`config.mk`:
```
export PLATFORM = sky130hd
export DESIGN_NAME = secded_22_16_codec_unit
export DESIGN_NICKNAME = d
export VERILOG_FILES = /design/src/rtl/scd_pkg.sv /design/src/rtl/secded_22_16_codec_unit.sv /design/src/rtl/scd_parity.sv /design/src/rtl/scd_locate.sv /design/src/rtl/scd_fix.sv
export SDC_FILE = /design/constraint.sdc
export NUM_CORES = 1
export LEC_CHECK = 0
export BUFFER_PORTS_ARGS = -buffer_cell sky130_fd_sc_hd__buf_2
export CAP_MARGIN = 20
export CORE_MARGIN = 4
export CORE_UTILIZATION = 41
export CTS_CLUSTER_SIZE = 10
export DETAILED_ROUTE_END_ITERATION = 8
export HOLD_SLACK_MARGIN = 0.15
export PLACE_DENSITY = 0.57
export SYNTH_ARGS = -nofsm -noshare
export SYNTH_HDL_FRONTEND = slang
export SYNTH_SLANG_ARGS = --single-unit
export TNS_END_PERCENT = 1
```
`constraint.sdc`:
```
create_clock -name clk_i -period 2.36 [get_ports clk_i]
set_input_delay 0.472 -clock clk_i [delete_from_list [all_inputs] [get_ports clk_i]]
set_output_delay 0.472 -clock clk_i [all_outputs]
set_load 0.01 [all_outputs]
```
`src/rtl/scd_pkg.sv`:
```
// ----------------------------------------------------------------------------
// scd_pkg
// Shared types, tables and parity function for the SEC-DED (22,16) codec.
// ----------------------------------------------------------------------------
package scd_pkg;

  localparam int unsigned NumCheck = 6;
  localparam int unsigned NumSynd  = 22;
  localparam int unsigned NumData  = 16;

  typedef enum logic {
    OP_ENCODE = 1'b0,
    OP_DECODE = 1'b1
  } op_e;

  typedef enum logic [1:0] {
    STAT_CLEAN = 2'd0,
    STAT_CORR  = 2'd1,
    STAT_MULTI = 2'd2
  } status_e;

  // Two bytes per row: the first masks the first data byte, the second the
  // second data byte. Row 0 yields check bit 5.
  localparam logic [7:0] PMAT [2*NumCheck] = '{
    8'h99, 8'h3c,
    8'h3e, 8'h8a,
    8'hee, 8'h60,
    8'he1, 8'hd1,
    8'h13, 8'hc7,
    8'h44, 8'h3f
  };

  // Entries 0..7 hit second byte bits 0..7, 8..15 first byte bits 0..7,
  // 16..21 check bits 0..5.
  localparam logic [NumCheck-1:0] SYND_TAB [NumSynd] = '{
    6'h07, 6'h13, 6'h23, 6'h31,
    6'h25, 6'h29, 6'h0e, 6'h16,
    6'h26, 6'h1a, 6'h19, 6'h38,
    6'h32, 6'h1c, 6'h0d, 6'h2c,
    6'h01, 6'h02, 6'h04, 6'h08,
    6'h10, 6'h20
  };

  typedef struct packed {
    op_e                 op;
    logic [7:0]          first;
    logic [7:0]          second;
    logic [NumCheck-1:0] rx_check;
    logic [NumCheck-1:0] calc;
  } s1_t;

  typedef struct packed {
    logic [7:0]          first;
    logic [7:0]          second;
    logic [NumData-1:0]  flip;
    logic [NumCheck-1:0] synd;
    status_e             status;
  } s2_t;

  typedef struct packed {
    logic [7:0]          first;
    logic [7:0]          second;
    logic [NumCheck-1:0] check;
    status_e             status;
  } s3_t;

  function automatic logic [NumCheck-1:0] calc_check(input logic [7:0] b0,
                                                     input logic [7:0] b1);
    logic [NumCheck-1:0] c;
    c = '0;
    for (int r = 0; r < NumCheck; r++) begin
      c[NumCheck-1-r] = (^(PMAT[2*r] & b0)) ^ (^(PMAT[2*r+1] & b1));
    end
    return c;
  endfunction

endpackage

```
`src/rtl/secded_22_16_codec_unit.sv`:
```
// ----------------------------------------------------------------------------
// secded_22_16_codec_unit
// Throughput: one transaction per cycle while the sink keeps m_axis_tready
// high, set by three equal register stages (parity, syndrome lookup,
// correction) that each hold one item.
// Reset clears the stage valid bits only; the stage data registers are not reset.
// ----------------------------------------------------------------------------
module secded_22_16_codec_unit import scd_pkg::*; (
  input  logic        clk_i,
  input  logic        rst_ni,
  input  logic        s_axis_tvalid,
  output logic        s_axis_tready,
  input  logic [23:0] s_axis_tdata,  // [7:0] in_first_byte, [15:8] in_second_byte,
                                     // [21:16] in_check_bits, [23:22] zero
  input  logic        s_axis_tuser,  // [0] operation
  output logic        m_axis_tvalid,
  input  logic        m_axis_tready,
  output logic [23:0] m_axis_tdata,  // [7:0] out_first_byte, [15:8] out_second_byte,
                                     // [21:16] out_check_bits, [23:22] zero
  output logic [1:0]  m_axis_tuser   // [1:0] status
);

  logic s1_valid, s1_ready;
  logic s2_valid, s2_ready;
  s1_t  s1_data;
  s2_t  s2_data;
  s3_t  s3_data;
  op_e  op_in;

  assign op_in = op_e'(s_axis_tuser);

  scd_parity u_parity (
    .clk_i    (clk_i),
    .rst_ni   (rst_ni),
    .valid_i  (s_axis_tvalid),
    .ready_o  (s_axis_tready),
    .op_i     (op_in),
    .first_i  (s_axis_tdata[7:0]),
    .second_i (s_axis_tdata[15:8]),
    .check_i  (s_axis_tdata[21:16]),
    .valid_o  (s1_valid),
    .ready_i  (s1_ready),
    .data_o   (s1_data)
  );

  scd_locate u_locate (
    .clk_i   (clk_i),
    .rst_ni  (rst_ni),
    .valid_i (s1_valid),
    .ready_o (s1_ready),
    .data_i  (s1_data),
    .valid_o (s2_valid),
    .ready_i (s2_ready),
    .data_o  (s2_data)
  );

  scd_fix u_fix (
    .clk_i   (clk_i),
    .rst_ni  (rst_ni),
    .valid_i (s2_valid),
    .ready_o (s2_ready),
    .data_i  (s2_data),
    .valid_o (m_axis_tvalid),
    .ready_i (m_axis_tready),
    .data_o  (s3_data)
  );

  assign m_axis_tdata = {2'b00, s3_data.check, s3_data.second, s3_data.first};
  assign m_axis_tuser = s3_data.status;

`ifndef SYNTHESIS
  // A corrected word always carries a non-zero syndrome.
  assert property (@(posedge clk_i) disable iff (!rst_ni)
    m_axis_tvalid && m_axis_tuser == STAT_CORR |-> m_axis_tdata[21:16] != '0)
    else $error("corrected status with zero syndrome");

  // A multiple-error report never carries a single check-bit syndrome.
  assert property (@(posedge clk_i) disable iff (!rst_ni)
    m_axis_tvalid && m_axis_tuser == STAT_MULTI |-> !$onehot0(m_axis_tdata[21:16]))
    else $error("multiple-error status on a check-bit or zero syndrome");

  // At most one data bit is flipped, and only when correcting.
  assert property (@(posedge clk_i) disable iff (!rst_ni)
    s2_valid |-> $onehot0(s2_data.flip) &&
                 ((s2_data.flip == '0) || (s2_data.status == STAT_CORR)))
    else $error("illegal correction mask");

  // The last stage drains whenever the sink takes a transaction and nothing follows.
  assert property (@(posedge clk_i) disable iff (!rst_ni)
    m_axis_tvalid && m_axis_tready && !s2_valid |=> !m_axis_tvalid)
    else $error("output stage repeated a transaction");
`endif

endmodule

```
`src/rtl/scd_parity.sv`:
```
// ----------------------------------------------------------------------------
// scd_parity
// First pipeline stage: recomputes the six check bits from the data bytes.
// ----------------------------------------------------------------------------
module scd_parity import scd_pkg::*; (
  input  logic       clk_i,
  input  logic       rst_ni,
  input  logic       valid_i,
  output logic       ready_o,
  input  op_e        op_i,
  input  logic [7:0] first_i,
  input  logic [7:0] second_i,
  input  logic [5:0] check_i,
  output logic       valid_o,
  input  logic       ready_i,
  output s1_t        data_o
);

  logic valid_q;
  s1_t  data_d, data_q;

  assign ready_o = !valid_q || ready_i;

  always_comb begin
    data_d.op       = op_i;
    data_d.first    = first_i;
    data_d.second   = second_i;
    data_d.rx_check = check_i;
    data_d.calc     = calc_check(first_i, second_i);
  end

  always_ff @(posedge clk_i or negedge rst_ni) begin
    if (!rst_ni) begin
      valid_q <= 1'b0;
    end else if (ready_o) begin
      valid_q <= valid_i;
    end
  end

  always_ff @(posedge clk_i) begin
    if (ready_o && valid_i) begin
      data_q <= data_d;
    end
  end

  assign valid_o = valid_q;
  assign data_o  = data_q;

endmodule

```
`src/rtl/scd_locate.sv`:
```
// ----------------------------------------------------------------------------
// scd_locate
// Second pipeline stage: forms the syndrome (the new check bits on encode) and,
// on decode, matches it to the single-error table for the data bit, if any, to flip.
// ----------------------------------------------------------------------------
module scd_locate import scd_pkg::*; (
  input  logic clk_i,
  input  logic rst_ni,
  input  logic valid_i,
  output logic ready_o,
  input  s1_t  data_i,
  output logic valid_o,
  input  logic ready_i,
  output s2_t  data_o
);

  logic                valid_q;
  s2_t                 data_d, data_q;
  logic [NumCheck-1:0] synd;
  logic [NumSynd-1:0]  hit;

  assign ready_o = !valid_q || ready_i;

  always_comb begin
    synd = (data_i.op == OP_DECODE) ? (data_i.rx_check ^ data_i.calc) : data_i.calc;
    for (int n = 0; n < NumSynd; n++) begin
      hit[n] = (data_i.op == OP_DECODE) && (synd == SYND_TAB[n]);
    end
    data_d.first  = data_i.first;
    data_d.second = data_i.second;
    data_d.flip   = hit[NumData-1:0];
    data_d.synd   = synd;
    if (data_i.op == OP_ENCODE || synd == '0) begin
      data_d.status = STAT_CLEAN;
    end else if (|hit) begin
      data_d.status = STAT_CORR;
    end else begin
      data_d.status = STAT_MULTI;
    end
  end

  always_ff @(posedge clk_i or negedge rst_ni) begin
    if (!rst_ni) begin
      valid_q <= 1'b0;
    end else if (ready_o) begin
      valid_q <= valid_i;
    end
  end

  always_ff @(posedge clk_i) begin
    if (ready_o && valid_i) begin
      data_q <= data_d;
    end
  end

  assign valid_o = valid_q;
  assign data_o  = data_q;

endmodule

```
`src/rtl/scd_fix.sv`:
```
// ----------------------------------------------------------------------------
// scd_fix
// Third pipeline stage and output register: applies the bit flip to the data.
// ----------------------------------------------------------------------------
module scd_fix import scd_pkg::*; (
  input  logic clk_i,
  input  logic rst_ni,
  input  logic valid_i,
  output logic ready_o,
  input  s2_t  data_i,
  output logic valid_o,
  input  logic ready_i,
  output s3_t  data_o
);

  logic valid_q;
  s3_t  data_d, data_q;

  assign ready_o = !valid_q || ready_i;

  always_comb begin
    data_d.second = data_i.second ^ data_i.flip[7:0];
    data_d.first  = data_i.first ^ data_i.flip[NumData-1:8];
    data_d.check  = data_i.synd;
    data_d.status = data_i.status;
  end

  always_ff @(posedge clk_i or negedge rst_ni) begin
    if (!rst_ni) begin
      valid_q <= 1'b0;
    end else if (ready_o) begin
      valid_q <= valid_i;
    end
  end

  always_ff @(posedge clk_i) begin
    if (ready_o && valid_i) begin
      data_q <= data_d;
    end
  end

  assign valid_o = valid_q;
  assign data_o  = data_q;

endmodule
```
==> flow_metrics.tcl, run 1 <==
set metrics [dict create \
    postSynthAreaPerCell_um2 15.5 \
    post_cts_buffers 0 \
    p_comb_share_pct 19.9 \
    finalSetupTns_ns 0 \
    drive_above_1_share_pct 25.2 \
    rsz0062_at_grt "false" \
    num_antenna_cells 0 \
    critPathLaunchType "register" \
    clk_latency_ns 0.35 \
    fin_crit_sh_pct 94.3 \
    avgRoutedWirePerCell_um 14.6 \
    internal_power_mw 2.86 \
    ctsHoldBuffers 1 \
    yosysTopAreaCellShare_pct 67.0 \
    leakage_nw 1.67 \
    path_buf_inv 0 \
    seq_area_frac_synth_pct 68.8 \
    rrSetupSlack_ns 0.13 \
    hold_class "in -> reg" \
    first_iter_violations 244 \
    antenna_found_initial 0 \
    fp-row-count 36 \
    first_pass_iters 4 \
    fp.dieW_um 109 \
    io_pins 57 \
    nets 361 \
    dieArea_mm2 0.0118 \
    swShare_pct 28.0 \
    slew_viol_final 0 \
    clock_skew_ns 0.00829 \
    drcViolationCount 0 \
    cp.arrival_ns 2.33 \
    detailed_place_hpwl_um 5100 \
    synth_cell_types 40 \
    critPathMaxStageDelay_ns 0.57 \
    outcome "complete, no violations" \
    grt_pass1_wl_um 11100 \
    initial_utilization_pct 42.4 \
    cts_tree "built" \
    cts_resized 0 \
    period_needed_ns 2.23 \
    ys_ff_latch 96 \
    slew_headroom_pct 65.9 \
    yosysMostFrequentCell "edfxtp_1" \
    finalWirelength_um 6870 \
    max_freq_mhz 449 \
    synth_edf_count 93 \
    core_mm2 0.00982 \
    grt_overflow 0 \
    grt_max_degree 41 \
    synth_area_mm2 0.00417 \
    fillCellCount 918 \
    track_usage_pct 12.8 \
    setup-violations-final 0 \
    yosys_warnings 0 \
    end_kind "register" \
    power_frac_seq_pct 56.7 \
    crit_required_ns 2.46 \
    gp_congestion 0.829 \
    crit_chain "xor2_2 -> o22ai_1 -> a32oi_2 -> nor2_1 -> nand4bb_1 -> or3_1" \
    final-hold-violation-count 0 \
    routed-via-count 2248 \
    p_sw_mw 1.11 \
    crit_type "reg -> reg" \
    cp_top_family "simple AND/OR/NAND/NOR gates" \
    routed_via_density 4.78 \
    synthFlopType "edfxtp_1" \
    h-tree-depth 3 \
    detail-route-antenna-nets 0 \
    synthTopCellsByCount "edfxtp_1, xnor2_1, xor2_1" \
    cts_sinks 96 \
    tightestPinTransition_ns 0.506 \
    clkTransAtPathRegs_ns 0.09 \
    path_max_fanout 9 \
    slowest_stage "edfxtp_1" \
    ir_drop_mv 0.286 \
    p_per_area_mw_per_mm2 829 \
    root_buffer "clkbuf_8" \
    drv_cap 0 \
    synth_top_cell_by_area "edfxtp_1" \
    syn2layout_area_growth_pct 14.9 \
    clockPowerShare_pct 23.4 \
    cts_made_buffers 9 \
    grt_pass1_vias 2192 \
    p_total_mw 3.97 \
    synth_area_leaders "edfxtp_1, xnor2_1, xor2_1" \
    port_buffers 52 \
    clk_path_buf_depth 2 \
    syn_inst 269 \
    seq_area_mm2 0.00287 \
    async_reset_ff_share_pct 3.13 \
    die_h_um 109 \
    multi_input_area_mm2 0.00122 \
]
-- path summary, 6_finish.rpt --
path                                           from                   to  cells after the start
worst min-delay path               s_axis_tdata[16]   u_parity.data_o[6]                      1
worst min register to register  u_parity.data_o[16]  u_locate.data_o[28]                      0
min in group asynchronous                    rst_ni     u_locate.valid_o                      2
max in group asynchronous                    rst_ni        u_fix.valid_o                      2
worst max-delay path             u_parity.data_o[3]   u_locate.data_o[0]                      6
worst max register to register   u_parity.data_o[3]   u_locate.data_o[0]                      6
-- cells in the final DEF, fill, tap and decap left out, drive strengths merged, types with 2 or more instances in the layout --
cell type  synthesis  layout
o32ai              7       7
inv                4       5
xnor2             40      40
clkinv             0       2
edfxtp            93      93
and2               3       3
conb               1       2
nor2              10      10
nor3               8       8
dfrtp              3       3
o21ai              4       4
buf               11      61
a32oi              8       8
a21oi              3       3
nor3b              2       2
nand4              3       3
xor2              28      28
nand3              6       6
or2                3       3
clkinvlp           0       3
nand2b            10      10
nand2             11      11
clkbuf             0      10
nor4               2       2
-- layout make-up --
type	count	area share, %
clock inverter	6	0.915
timing repair buffer	62	7.32
tap	133	3.48
multi-input combinational	159	25.4
clock buffer	10	2.67
sequential	96	59.9
inverter	4	0.314
-- power by group through the flow --
stage                     Sequential, mW  Clock [mW]  Combinational (mW)
final                               2.25       0.931               0.789
after floorplan                     2.26           0               0.576
after global placement              2.28           0               0.792
after global routing                2.28        1.05               0.874
after detailed placement            2.29           0               0.797
after CTS                           2.25       0.972               0.800
-- registers in the layout, summed over array words and instances, names as in the netlist --
| signal | flops |
|---|---|
| u_locate.data_o | 40 |
| u_parity.data_o | 29 |
| u_fix.data_o | 24 |
| u_fix.valid_o | 1 |
| u_locate.valid_o | 1 |
| u_parity.valid_o | 1 |
-- cell families after synthesis --
family | after synthesis | synth area share (%)
other | 1 | 0.0900
AND/OR/NAND/NOR | 62 | 7.84
XOR/XNOR | 68 | 15.5
buffers and inverters | 15 | 2.07
flip-flops | 96 | 68.8
AO/OA/AOI/OAI | 27 | 5.71
-- through the flow --
step | area [um^2] | utilization [%] | cells | setup WS (ns) | hold WS, ns
final | 4790 | 48.8 | 470 | 0.134 | 0.286
after CTS | 4790 | 48.8 | 470 | 0.141 | 0.264
after global routing | 4790 | 48.8 | 470 | 0.00951 | 0.269
after global placement | 4610 | 46.9 | 453 | 0.231 | 0.269
after floorplan | 4170 | - | 270 | 0.354 | 0.176
after detailed placement | 4610 | 46.9 | 453 | 0.142 | 0.274
-- metal layers --
layer  routed length [um]  global-route usage (%)  part of all wire (%)  up-vias
li1                     -                       -                     -     1117
met5                    0                       0                     0        -
met4                  142                    6.40                   2.1        0
met2                 3120                    18.9                    45       64
met3                  409                    3.02                   6.0       13
met1                 3200                    17.7                    47     1054
Note: power is estimated with default switching activity, not from simulation.
==> run 2: changes to the inputs <==
- CTS_BUF_LIST: unset -> sky130_fd_sc_hd__clkbuf_8
- RECOVER_POWER: unset -> 25
==> run 2 against run 1 <==
  * Worst hold slack hardly changed
  * Clock power is 0.9% lower
  * Flip-flop and latch count stayed put
  * Total power is 0.35% lower
  * Clock-buffer cell count is 1 lower
  * Critical path depth stayed put
  * Via count is 0.58% lower
  * Combinational power is 0.8% lower
  * Die area stayed put
  * Global-route usage stayed put
  * Wire length is 0.13% lower
  * Setup slack better by 0.013 ns
  * Highest routed layer unchanged
==> flow_metrics.tcl, run 2 (synthesis results as in run 1) <==
set metrics [dict create \
    critPathMaxStageDelay_ns 0.57 \
    finalSetupTns_ns 0 \
    slew_headroom_pct 66.0 \
    setup-violations-final 0 \
    place_ws_ns 0.142 \
    cts_tree "built" \
    largest_reg_flops 40 \
    initial_utilization_pct 42.4 \
    fillCellCount 918 \
    crit_required_ns 2.46 \
    crit_type "reg -> reg" \
    layout_commonest_cell "edfxtp_1" \
    outcome "complete, no violations" \
    leakage_nw 1.63 \
    grt_max_degree 41 \
    power_frac_seq_pct 56.9 \
    clk_latency_ns 0.35 \
    final-hold-violation-count 0 \
    drv_cap 0 \
    drcViolationCount 0 \
    fp.dieW_um 109 \
    antenna_found_initial 0 \
    tightestPinTransition_ns 0.504 \
    clk_path_buf_depth 2 \
    avgRoutedWirePerCell_um 14.6 \
    first_iter_violations 243 \
    gp_congestion 0.829 \
    num_antenna_cells 0 \
    detail-route-antenna-nets 0 \
    ir_drop_mv 0.286 \
    p_per_area_mw_per_mm2 830 \
    cts_made_buffers 9 \
    rsz0062_at_grt "false" \
    clockPowerShare_pct 23.3 \
    layout_common_cells "edfxtp_1, xnor2_1, buf_2" \
    hold_class "in -> reg" \
    root_buffer "clkbuf_8" \
    io_pins 57 \
    swShare_pct 28.0 \
    max_freq_mhz 452 \
    detailed_place_hpwl_um 5100 \
    cts_sinks 96 \
    fin_util_pct 48.5 \
    syn2layout_area_growth_pct 14.4 \
    p_sw_mw 1.11 \
    setup_ws_ns 0.147 \
    track_usage_pct 12.8 \
    fin_crit_sh_pct 93.8 \
    slowest_stage "edfxtp_1" \
    clkTransAtPathRegs_ns 0.09 \
    nets 361 \
    internal_power_mw 2.85 \
    die_h_um 109 \
    end_kind "register" \
    grt_pass1_vias 2192 \
    p_comb_share_pct 19.8 \
    fin_area_mm2 0.00477 \
    routed_via_density 4.76 \
    crit_chain "xor2_2 -> o22ai_1 -> a32oi_2 -> nor2_1 -> nand4bb_1 -> or3_1" \
    fp-row-count 36 \
    grt_overflow 0 \
    critPathLaunchType "register" \
    h-tree-depth 3 \
    first_pass_iters 4 \
    finalWirelength_um 6860 \
    dpl_cell_area_mm2 0.00461 \
    clock_skew_ns 0.00670 \
    period_needed_ns 2.21 \
    core_mm2 0.00982 \
    slew_viol_final 0 \
    cp.arrival_ns 2.32 \
    routed-via-count 2235 \
    path_max_fanout 9 \
    port_buffers 52 \
    grt_pass1_wl_um 11100 \
    dieArea_mm2 0.0118 \
    drive_above_1_share_pct 20.2 \
]
## run 2: cell types whose count changed in the layout (fill, tap and decap cells not counted)
cell,change
buf_2,-17
inv_1,+1
clkbuf_1,+16
## run 2: area by class of cell
| type | count | area, um^2 | area share, % |
|---|---|---|---|
| clock inverter | 7 | 47.5 | 0.998 |
| inverter | 4 | 15.0 | 0.315 |
| clock buffer | 9 | 124 | 2.60 |
| tap | 133 | 166 | 3.49 |
| timing repair buffer | 62 | 329 | 6.90 |
| multi-input combinational | 159 | 1220 | 25.5 |
| sequential | 96 | 2870 | 60.2 |
## run 2: power groups by stage
stage / clock network (mW) / registers [mW] / logic (mW)
after floorplan: 0 / 2.26 / 0.576
after global placement: 0 / 2.28 / 0.792
after detailed placement: 0 / 2.29 / 0.797
after CTS: 0.968 / 2.25 / 0.800
after global routing: 1.04 / 2.28 / 0.870
final: 0.923 / 2.25 / 0.783
## run 2: worst max-delay path, delay by kind of cell (launching register included)
kind | cells | cell delay [ns]
AND/OR/NAND/NOR | 3 | 0.63
AO/OA/AOI/OAI | 2 | 0.44
flip-flops | 1 | 0.57
XOR/XNOR | 1 | 0.33
## run 2: what timing repair did
item	4_1_cts	5_1_grt
gates resized for setup	0	0
hold buffers	1	0
setup buffers	0	0
hold endpoints to repair	3	0
## run 2: through the flow
step                power (mW)  hold WS, ns  instances
floorplan                 2.83        0.176        270
global placement          3.08        0.269        453
detailed placement        3.09        0.274        453
CTS                       4.02        0.264        470
global route              4.19        0.269        470
finish                    3.96        0.286        470
## run 2: path summary, 6_finish.rpt
| path | depth (start not counted) | endpoint | slack [ns] | from |
|---|---|---|---|---|
| setup reg to reg | 6 | u_locate.data_o[0] | 0.15 | u_parity.data_o[3] |
| min in group asynchronous | 2 | u_locate.valid_o | 0.47 | rst_ni |
| max in group asynchronous | 2 | u_fix.valid_o | 1.74 | rst_ni |
| setup / recovery | 6 | u_locate.data_o[0] | 0.15 | u_parity.data_o[3] |
| hold reg to reg | 0 | u_locate.data_o[28] | 0.42 | u_parity.data_o[16] |
| hold / removal | 1 | u_parity.data_o[6] | 0.29 | s_axis_tdata[16] |
## run 2: metal layers
layer	vias up	global-route usage, %	share of wire [%]
met4	0	6.40	2.1
met5	-	0	0
li1	1116	-	-
met2	60	18.9	45
met1	1046	17.7	47
met3	13	3.02	6.0
==> run 3: changes to the inputs <==
- CORE_MARGIN: 4 -> unset
==> run 3 against run 2 <==
  * Clock skew grew 0.0051 ns
  * Clock-buffer cell count is the same
  * Combinational power grew 2%
  * Final area grew 0.76%
==> flow_metrics.tcl, run 3 (synthesis results as in run 1) <==
set metrics [dict create \
    outcome "complete, no violations" \
    routed_via_density 4.82 \
    io_pins 57 \
    rsz0062_at_grt "false" \
    port_buffers 52 \
    dieArea_mm2 0.0106 \
    clk_path_buf_depth 2 \
    dp.cells 453 \
    crit_required_ns 2.45 \
    clock_skew_ns 0.0118 \
    final-hold-violation-count 0 \
    ctsHoldBuffers 1 \
    critPathLaunchType "register" \
    dpl_cell_area_mm2 0.00462 \
    ff2ff_path_depth 6 \
    nets 361 \
    h-tree-depth 3 \
    syn2layout_area_growth_pct 15.3 \
    cts_sinks 96 \
    track_usage_pct 14.1 \
    fin_crit_sh_pct 94.5 \
    cts_made_buffers 9 \
    setup-violations-final 0 \
    path_max_fanout 6 \
    p_per_area_mw_per_mm2 851 \
    period_needed_ns 2.23 \
    drv_cap 0 \
    crit_type "reg -> reg" \
    detailed_place_hpwl_um 4990 \
    fin_util_pct 48.9 \
    cp.arrival_ns 2.32 \
    core_mm2 0.00982 \
    first_pass_iters 4 \
    stdcell_count 470 \
    min_path_cells 1 \
    post_cts_buffers 0 \
    worstReg2RegEnd "u_locate.data_o[0]" \
    fin_area_mm2 0.00480 \
    slew_headroom_pct 65.6 \
    r2r_start "u_parity.data_o[1]" \
    antenna_found_initial 0 \
    leakage_nw 1.65 \
    ir_drop_mv 0.345 \
    drive_above_1_share_pct 20.2 \
    avgRoutedWirePerCell_um 14.7 \
    initial_utilization_pct 42.4 \
    cts_tree "built" \
    hold_class "in -> reg" \
    cts_resized 0 \
    finalSetupTns_ns 0 \
    clkTransAtPathRegs_ns 0.09 \
    rrSetupSlack_ns 0.13 \
    worstHoldStart "s_axis_tdata[21]" \
    min_to "u_parity.data_o[11]" \
    max_freq_mhz 448 \
    root_buffer "clkbuf_8" \
    grt_pass1_vias 2104 \
    detail-route-antenna-nets 0 \
    slew_viol_final 0 \
    gp_congestion 0.834 \
    tightestPinTransition_ns 0.511 \
    grt_max_degree 41 \
    layout_common_cells "edfxtp_1, xnor2_1, buf_2" \
    finalWirelength_um 6900 \
    num_antenna_cells 0 \
    end_kind "register" \
    routed-via-count 2264 \
    fp.dieW_um 103 \
    layout_commonest_cell "edfxtp_1" \
    grt_pass1_wl_um 10800 \
    die_h_um 103 \
    grt_overflow 0 \
    drcViolationCount 0 \
    first_iter_violations 112 \
    fp-row-count 36 \
    clk_latency_ns 0.35 \
    largest_reg_flops 40 \
]
-- run 3: power breakdown --
group	internal [mW]	leakage (nW)	switching, mW
clock network	0.490	0.0987	0.548
registers	2.13	0.938	0.123
logic	0.345	0.616	0.453
-- run 3: worst max path at each step --
stage,startpoint,end,depth (start not counted)
after detailed placement,u_parity.data_o[1],u_locate.data_o[0],6
after global routing,u_parity.data_o[9],u_locate.data_o[0],6
after floorplan,u_fix.valid_o,u_locate.data_o[0],3
after CTS,u_parity.data_o[1],u_locate.data_o[0],6
final,u_parity.data_o[1],u_locate.data_o[0],6
after global placement,u_parity.data_o[1],u_locate.data_o[0],6
-- run 3: per-stage QoR --
step | total power, mW | worst slack (ns) | hold slack, ns
6_report | 4.09 | 0.129 | 0.298
5_1_grt | 4.28 | 0.0217 | 0.275
4_1_cts | 4.13 | 0.136 | 0.280
3_5_place_dp | 3.10 | 0.151 | 0.273
3_3_place_gp | 3.08 | 0.199 | 0.269
2_1_floorplan | 2.83 | 0.354 | 0.176
-- run 3: per-layer routing --
metal | vias to the layer above | GRT usage (%) | routed length [um]
met5 | - | 0 | 0
met4 | 0 | 6.39 | 113
met3 | 9 | 2.71 | 293
met2 | 63 | 21.5 | 3090
met1 | 1082 | 19.6 | 3410
li1 | 1110 | - | -
-- run 3: area by class of cell --
cell class | count | area (um^2)
clock buffer | 9 | 124
clock inverter | 7 | 71.3
fill | 900 | 5020
inverter | 4 | 15.0
multi-input combinational | 159 | 1220
sequential | 96 | 2870
tap | 133 | 166
timing repair buffer | 62 | 342
-- run 3: worst max-delay path, cell delays in order (launching register included) --
cell,delay [ns]
edfxtp_1,0.58
xor2_4,0.30
o32ai_2,0.12
a32oi_2,0.26
nor4_1,0.12
or2_0,0.24
or3_1,0.36
